[config.mk]
export PLATFORM = sky130hd
export DESIGN_NAME = dqbct_ctrl
export DESIGN_NICKNAME = d
export VERILOG_FILES = /design/src/rtl/dqbct_pkg.sv /design/src/rtl/dqbct_ctrl.sv
export SDC_FILE = /design/constraint.sdc
export NUM_CORES = 1
export LEC_CHECK = 0
export BUFFER_PORTS_ARGS = -buffer_cell sky130_fd_sc_hd__buf_2
export CAP_MARGIN = 20
export CORE_ASPECT_RATIO = 1.75
export CORE_MARGIN = 2
export CORE_UTILIZATION = 35
export CTS_CLUSTER_SIZE = 12
export DETAILED_ROUTE_END_ITERATION = 8
export SYNTH_ARGS = -nofsm -noshare
export SYNTH_HDL_FRONTEND = slang
export SYNTH_SLANG_ARGS = --single-unit
[constraint.sdc]
create_clock -name clock -period 8.6 [get_ports clock]
set_input_delay 1.29 -clock clock [delete_from_list [all_inputs] [get_ports clock]]
set_output_delay 1.29 -clock clock [all_outputs]
set_load 0.02 [all_outputs]
[src/rtl/dqbct_pkg.sv]
// Shared types, constants and the bit-count function of the deque with bit-count tally.
package dqbct_pkg;

   localparam int WORD_BITS      = 32;
   localparam int TALLY_BITS     = 48;
   localparam int TAKEN_BITS     = 32;
   localparam int COUNT_BITS     = 6;
   localparam int OCC_BITS       = 11;
   localparam int OP_BITS        = 2;
   localparam int STATUS_BITS    = 2;
   localparam int CSR_INDEX_BITS = 8;
   localparam int DEPTH_DEFAULT  = 1024;

   typedef enum logic [OP_BITS-1:0] {
      OP_PUSH       = 2'd0,
      OP_TAKE_FRONT = 2'd1,
      OP_TAKE_BACK  = 2'd2
   } op_type;

   typedef enum logic [STATUS_BITS-1:0] {
      STATUS_DONE  = 2'd0,
      STATUS_EMPTY = 2'd1,
      STATUS_FULL  = 2'd2
   } status_type;

   typedef enum logic [CSR_INDEX_BITS-1:0] {
      CSR_FRONT_ONES = 8'd0,
      CSR_BACK_ONES  = 8'd1
   } csr_index_type;

   typedef enum logic [2:0] {
      FSM_IDLE,
      FSM_DECIDE,
      FSM_READ,
      FSM_ADD,
      FSM_RESPOND
   } state_type;

   typedef struct packed {
      logic [OP_BITS-1:0]   operation;
      logic [WORD_BITS-1:0] push_word;
   } req_type;

   typedef struct packed {
      logic [STATUS_BITS-1:0] status;
      logic [WORD_BITS-1:0]   taken_word;
      logic [COUNT_BITS-1:0]  bits_counted;
      logic [TALLY_BITS-1:0]  end_tally;
      logic [TAKEN_BITS-1:0]  end_taken_count;
      logic [OCC_BITS-1:0]    occupancy;
   } rsp_type;

   typedef struct packed {
      logic front_counts_ones;
      logic back_counts_ones;
   } cfg_type;

   typedef struct packed {
      logic wr_en;
      logic rd_en;
   } mem_ctl_type;

   function automatic logic [COUNT_BITS-1:0] popcount(input logic [WORD_BITS-1:0] w);
      logic [WORD_BITS-1:0] x;
      x = w - ((w >> 1) & 32'h5555_5555);
      x = (x & 32'h3333_3333) + ((x >> 2) & 32'h3333_3333);
      x = (x + (x >> 4)) & 32'h0F0F_0F0F;
      return COUNT_BITS'(x[7:0]) + COUNT_BITS'(x[15:8])
           + COUNT_BITS'(x[23:16]) + COUNT_BITS'(x[31:24]);
   endfunction

endpackage

[src/rtl/dqbct_ctrl.sv]
// Sequencer: ring pointers, fill count, per-end tallies and result register.
module dqbct_ctrl #(
   parameter int DEPTH = dqbct_pkg::DEPTH_DEFAULT
) (
   input  logic                                clock,
   input  logic                                reset,
   input  logic                                start,
   output logic                                busy,
   input  dqbct_pkg::req_type                  req,
   input  dqbct_pkg::cfg_type                  cfg,
   output logic                                rsp_valid,
   output dqbct_pkg::rsp_type                  rsp,
   output dqbct_pkg::mem_ctl_type              mem_ctl,
   output logic [$clog2(DEPTH)-1:0]            wr_addr,
   output logic [dqbct_pkg::WORD_BITS-1:0]     wr_data,
   output logic [$clog2(DEPTH)-1:0]            rd_addr,
   input  logic [dqbct_pkg::WORD_BITS-1:0]     rd_data
);
   import dqbct_pkg::*;

   localparam int ADDR_BITS = $clog2(DEPTH);
   localparam int FILL_BITS = $clog2(DEPTH + 1);
   localparam logic [ADDR_BITS-1:0] LAST_IDX  = ADDR_BITS'(DEPTH - 1);
   localparam logic [FILL_BITS-1:0] FULL_FILL = FILL_BITS'(DEPTH);

   state_type               state_ff, state_in;
   req_type                 req_ff, req_in;
   rsp_type                 rsp_ff, rsp_in;
   logic [ADDR_BITS-1:0]    front_ff, front_in;
   logic [ADDR_BITS-1:0]    back_ff, back_in;
   logic [FILL_BITS-1:0]    fill_ff, fill_in;
   logic [TALLY_BITS-1:0]   front_tally_ff, front_tally_in;
   logic [TALLY_BITS-1:0]   back_tally_ff, back_tally_in;
   logic [TAKEN_BITS-1:0]   front_taken_ff, front_taken_in;
   logic [TAKEN_BITS-1:0]   back_taken_ff, back_taken_in;
   logic [COUNT_BITS-1:0]   count_ff, count_in;
   logic                    at_front_ff, at_front_in;
   logic [ADDR_BITS-1:0]    back_prev;
   logic [COUNT_BITS-1:0]   ones;
   logic                    count_ones;

   always_ff @(posedge clock) begin
      if (reset) begin
         state_ff       <= FSM_IDLE;
         front_ff       <= '0;
         back_ff        <= '0;
         fill_ff        <= '0;
         front_tally_ff <= '0;
         back_tally_ff  <= '0;
         front_taken_ff <= '0;
         back_taken_ff  <= '0;
      end else begin
         state_ff       <= state_in;
         front_ff       <= front_in;
         back_ff        <= back_in;
         fill_ff        <= fill_in;
         front_tally_ff <= front_tally_in;
         back_tally_ff  <= back_tally_in;
         front_taken_ff <= front_taken_in;
         back_taken_ff  <= back_taken_in;
      end
   end

   always_ff @(posedge clock) begin
      req_ff      <= req_in;
      rsp_ff      <= rsp_in;
      count_ff    <= count_in;
      at_front_ff <= at_front_in;
   end

   always_comb begin
      state_in       = state_ff;
      req_in         = req_ff;
      rsp_in         = rsp_ff;
      front_in       = front_ff;
      back_in        = back_ff;
      fill_in        = fill_ff;
      front_tally_in = front_tally_ff;
      back_tally_in  = back_tally_ff;
      front_taken_in = front_taken_ff;
      back_taken_in  = back_taken_ff;
      count_in       = count_ff;
      at_front_in    = at_front_ff;
      mem_ctl        = '0;
      wr_addr        = back_ff;
      wr_data        = req_ff.push_word;
      back_prev      = (back_ff == '0) ? LAST_IDX : back_ff - ADDR_BITS'(1);
      rd_addr        = front_ff;
      ones           = popcount(rd_data);
      count_ones     = at_front_ff ? cfg.front_counts_ones : cfg.back_counts_ones;
      busy           = (state_ff != FSM_IDLE);
      rsp_valid      = 1'b0;

      case (state_ff)
         FSM_IDLE: begin
            if (start) begin
               req_in   = req;
               state_in = FSM_DECIDE;
            end
         end
         FSM_DECIDE: begin
            rsp_in           = '0;
            rsp_in.status    = STATUS_DONE;
            rsp_in.occupancy = OCC_BITS'(fill_ff);
            state_in         = FSM_RESPOND;
            case (req_ff.operation)
               OP_PUSH: begin
                  if (fill_ff == FULL_FILL) begin
                     rsp_in.status = STATUS_FULL;
                  end else begin
                     mem_ctl.wr_en    = 1'b1;
                     back_in          = (back_ff == LAST_IDX) ? '0 : back_ff + ADDR_BITS'(1);
                     fill_in          = fill_ff + FILL_BITS'(1);
                     rsp_in.occupancy = OCC_BITS'(fill_in);
                  end
               end
               OP_TAKE_FRONT: begin
                  at_front_in = 1'b1;
                  if (fill_ff == '0) begin
                     rsp_in.status          = STATUS_EMPTY;
                     rsp_in.end_tally       = front_tally_ff;
                     rsp_in.end_taken_count = front_taken_ff;
                  end else begin
                     mem_ctl.rd_en    = 1'b1;
                     rd_addr          = front_ff;
                     front_in         = (front_ff == LAST_IDX) ? '0 : front_ff + ADDR_BITS'(1);
                     fill_in          = fill_ff - FILL_BITS'(1);
                     rsp_in.occupancy = OCC_BITS'(fill_in);
                     state_in         = FSM_READ;
                  end
               end
               OP_TAKE_BACK: begin
                  at_front_in = 1'b0;
                  if (fill_ff == '0) begin
                     rsp_in.status          = STATUS_EMPTY;
                     rsp_in.end_tally       = back_tally_ff;
                     rsp_in.end_taken_count = back_taken_ff;
                  end else begin
                     mem_ctl.rd_en    = 1'b1;
                     rd_addr          = back_prev;
                     back_in          = back_prev;
                     fill_in          = fill_ff - FILL_BITS'(1);
                     rsp_in.occupancy = OCC_BITS'(fill_in);
                     state_in         = FSM_READ;
                  end
               end
               default: begin
               end
            endcase
         end
         FSM_READ: begin
            rsp_in.taken_word = rd_data;
            count_in = count_ones ? ones : COUNT_BITS'(WORD_BITS) - ones;
            state_in = FSM_ADD;
         end
         FSM_ADD: begin
            rsp_in.bits_counted = count_ff;
            if (at_front_ff) begin
               front_tally_in         = front_tally_ff + TALLY_BITS'(count_ff);
               front_taken_in         = front_taken_ff + TAKEN_BITS'(1);
               rsp_in.end_tally       = front_tally_in;
               rsp_in.end_taken_count = front_taken_in;
            end else begin
               back_tally_in          = back_tally_ff + TALLY_BITS'(count_ff);
               back_taken_in          = back_taken_ff + TAKEN_BITS'(1);
               rsp_in.end_tally       = back_tally_in;
               rsp_in.end_taken_count = back_taken_in;
            end
            state_in = FSM_RESPOND;
         end
         FSM_RESPOND: begin
            rsp_valid = 1'b1;
            state_in  = FSM_IDLE;
         end
         default: begin
            state_in = FSM_IDLE;
         end
      endcase
   end

   assign rsp = rsp_ff;

endmodule

==> summary.md <==
| Metric | Value |
|---|---|
| Ant. Diodes | 0 |
| Die area | roughly 0.065 sq mm |
| Postcts setup bufs | 0 |
| Die height | around 340 um |
| CTS tree | yes |
| DRC viols | 0 |
| Clock root cell | clkbuf_16 |
| Fin. Hold Viols | 0 |
| Sequential cell area | 0.00905 sq mm |
| RSZ-0062 raised after global routing | no |
| Final Critical Period | 6.87 ns |
| Cell taking the most area after synthesis | edfxtp_1 |
| Starting density of the core | 35.4% |
| Reg power frac | 36.6% |
| Finished Cell Area | approximately 0.025 sq mm |
| Yosys reg bits | about 370 |
| Critical path peak fanout | 5 |
| Final Slew Violations | 0 |
| Syn_area_per_cell | roughly 8.9 sq um |
| XOR/XNOR Fraction of Synth Area | between 10% and 20% |
| Power Dens Cells | approximately 220 mW/mm^2 |
| Max VDD drop | roughly 0.29 mV |
| Final wirelength | about 64 mm |
| Worst R2R Path Depth | 9 |
| H-tree depth | 2 |
| Run status | finished, final reports clean |
| Port-buffer cells | around 260 |
| Ports | around 260 |
| Pin count of the biggest net entering global routing | 92 |
| Max-cap violations | 0 |
| Gr busiest metal | met2 |
| Leakage | 0.00937 uW |
| Combinational Power Share | 33.3% |
| Die W | roughly 190 um |
| GR met2 Demand/Resource | 36.3% |
| CTS clock-pin slew for the worst setup and hold paths | roughly 0.06 ns |
| Vias per cell | about 5.4 |
| Mapped Nets | 2666 |
| Synth top area share | 23.4% |
| Dpl ws | approximately 1.2 ns |
| Main synth FF type | dfxtp_1 |
| Vias in the first global route | around 18000 |
| Int Power | ~3600 uW |
| Clk sinks | ~370 |
| Async SR Flop Fraction | 0% |
| Gr usage total | 18.9% |
| Largest family of logic cells by synthesized area | simple AND/OR/NAND/NOR gates |
| Post-synthesis sequential area ratio | between 40% and 50% |
| CP endpoint kind | flip-flop |
| RePlAce Congestion | around 0.9 |
| Synth Area in Compound Gates | between 10% and 20% |
| CTS Hold Bufs | 0 |
| ANT nets after route | 0 |
| Nets@finish | between 2000 and 3000 |
| # setup viols final | 0 |
| Area Growth Syn to Fin | 13.0% |
| DPL Wire Length | approximately 45 mm |
| Critical path arrival | 7.17 ns |
| DR vias | approximately 19000 |
| Worst hold path type | reg -> reg |
| Adder-cell share of the synthesized area | 6.87% |
| Worst Clk Skew | approximately 0.027 ns |
| Worst Max-Slew Pin Slew | between 1 and 1.5 ns |
| Post-synthesis simple-gate area fraction | about a fifth |
| Global-route wire length before repair | ~99 mm |
| WL/cell | approximately 18 um |
| Initial antenna violation count | 0 |
| Max_slew headroom | ~26% |
| Tcrit/Tclk final | roughly 80% |
| Net Sw Power | 1880 uW |
| Clock Power Share | between 30% and 40% |
| Yosys Warn Count | 0 |
| # resized after CTS | 0 |
| Core ar. | ~0.062 sq mm |
| Cell Area, Placed | around 0.024 sq mm |
| Met3 usage | under 10% |
| Switch share | between 30% and 40% |
| Max Freq | 0.146 GHz |
| Multi-input gate area | 0.0118 sq mm |
| Filler cells | about 6300 |
| Clock Path Buffers | 3 |
| Synth area leaders | edfxtp_1 (23%), dfxtp_1 (18%), xnor2_1 (5.2%) |
| Total negative slack | 0 ns |
| Clk_lat worst skew | between 0.5 and 0.6 ns |
| Mapped cell area | between 0.02 and 0.025 sq mm |
| Mux share of post-synthesis cell area | less than 1% |
| Post-synth EDFFs | between 150 and 200 |
| Synth cell types | 88 |
| Gate Count Post-Synth | between 2000 and 2500 |
| DR iter-0 viols | about 1000 |
| # rows | roughly 120 |
| Gr ovfl total | 0 |
| Hold path depth | 2 |
| TritonCTS Buffers | 40 |
| Router iterations before antenna repair | 5 |
| Layout cells sized above 1 | between 10 and 15% |
| Worst Path Required | just under 9 ns |
| Worst Path Class, Setup | in -> reg |
| Final worst slack | between 1.5 and 2 ns |
| Critical path startpoint category | input pin |
| Routing usage on met1 | 20.6% |
| WHS | between 0.4 and 0.5 ns |
power by group through the flow:
| stage | Combinational, uW | Clock [uW] | Sequential, uW |
|---|---|---|---|
| floorplan | 1310 | 0 | 2090 |
| global placement | 1670 | 0 | 2050 |
| detailed placement | 1830 | 0 | 2050 |
| CTS | 1840 | 1710 | 2010 |
| global route | 2060 | 1770 | 2020 |
| finish | 1830 | 1660 | 2010 |
per-layer routing:
metal | wire, um | vias up
met5 | 0 | -
met4 | 2340 | 0
met3 | 3230 | 130
met2 | 33800 | 593
met1 | 24500 | 8905
li1 | - | 8988
area by class of cell:
class	count	share of cell area, %
multi-input cells	1837	47.4
flip-flops and latches	366	36.3
repair buffers	275	5.74
clock buffers	61	4.57
well taps	799	4.01
inverters	109	1.65
clock inverters	13	0.311
worst max-delay path, stage by stage:
cell and delay [ns]:
buf_2 0.13, inv_1 0.08, ha_1 0.31, inv_1 0.06, or3_1 0.36, a31oi_1 0.43
a21oi_1 0.12, or2_2 0.31, nand2_1 0.11, a21oi_1 0.08, xnor2_1 0.15, fa_1 0.57
inv_1 0.07, fa_1 0.54, inv_1 0.06, fa_1 0.50, inv_1 0.05, fa_1 0.52
inv_1 0.05, ha_1 0.23, fa_1 0.51, nor3_1 0.21, nor4b_1 0.34, xnor2_1 0.10
state kept, by name, summed over array words and instances, names as in the netlist:
register        count
back_tally_ff      48
fill_ff            11
wr_addr            10
front_tally_ff     48
at_front_ff         1
back_taken_ff      32
rsp               131
req_ff              2
front_taken_ff     32
front_ff           10
wr_data            32
count_ff            6
state_ff            3
path summary, 6_finish.rpt:
check	end	start	slack (ns)
min	front_tally_ff[0]	front_tally_ff[0]	0.48
min reg2reg	front_tally_ff[0]	front_tally_ff[0]	0.48
max reg2reg	rsp[67]	state_ff[0]	4.88
max	count_ff[5]	rd_data[5]	1.73
cell families after synthesis:
| kind of cell | Yosys count |
|---|---|
| AO/OA/AOI/OAI | 510 |
| AND/OR/NAND/NOR | 952 |
| adder cells (fa/ha/maj) | 108 |
| buffers and inverters | 284 |
| flip-flops | 366 |
| multiplexers | 14 |
| XOR/XNOR | 253 |
layout by cell type, fill, tap and decap left out, types with 31 or more instances in the layout:
cell type and count:
a21oi_1 131, a22oi_1 42, and2_1 57, and3_1 34, buf_2 256, clkbuf_16 41, dfxtp_1 194, edfxtp_1 172
ha_1 85, inv_1 106, nand2_1 224, nand3_1 101, nand4_1 37, nor2_1 289, nor3_1 75, o21a_1 31
o21ai_0 131, or3_1 34, xnor2_1 130, xor2_1 123
synth_stat cells (12+ instances only):
master,count
dfxtp_1,194
fa_1,22
clkbuf_1,103
buf_4,34
o221ai_1,22
a31oi_1,13
buf_2,23
nand2_1,225
inv_1,107
edfxtp_1,172
and3_1,34
and2_1,57
a21oi_1,131
or3_1,34
xor2_1,123
a22oi_1,42
nor2_1,291
o21ai_0,131
o211ai_1,21
nor4_1,12
a21o_1,16
nor3_1,75
xnor2_1,130
o21ai_1,15
buf_1,15
nand3_1,101
nand4_1,37
o22ai_1,19
ha_1,86
o21a_1,31
through the flow:
| step | instances | power, uW | utilization [%] |
|---|---|---|---|
| after floorplan | 2487 | 3400 | - |
| after global placement | 3385 | 3720 | 38.0 |
| after detailed placement | 3385 | 3880 | 38.0 |
| after CTS | 3459 | 5570 | 40.0 |
| after global routing | 3460 | 5850 | 40.0 |
| final | 3460 | 5500 | 40.0 |
Note: power is estimated with default switching activity, not from simulation.
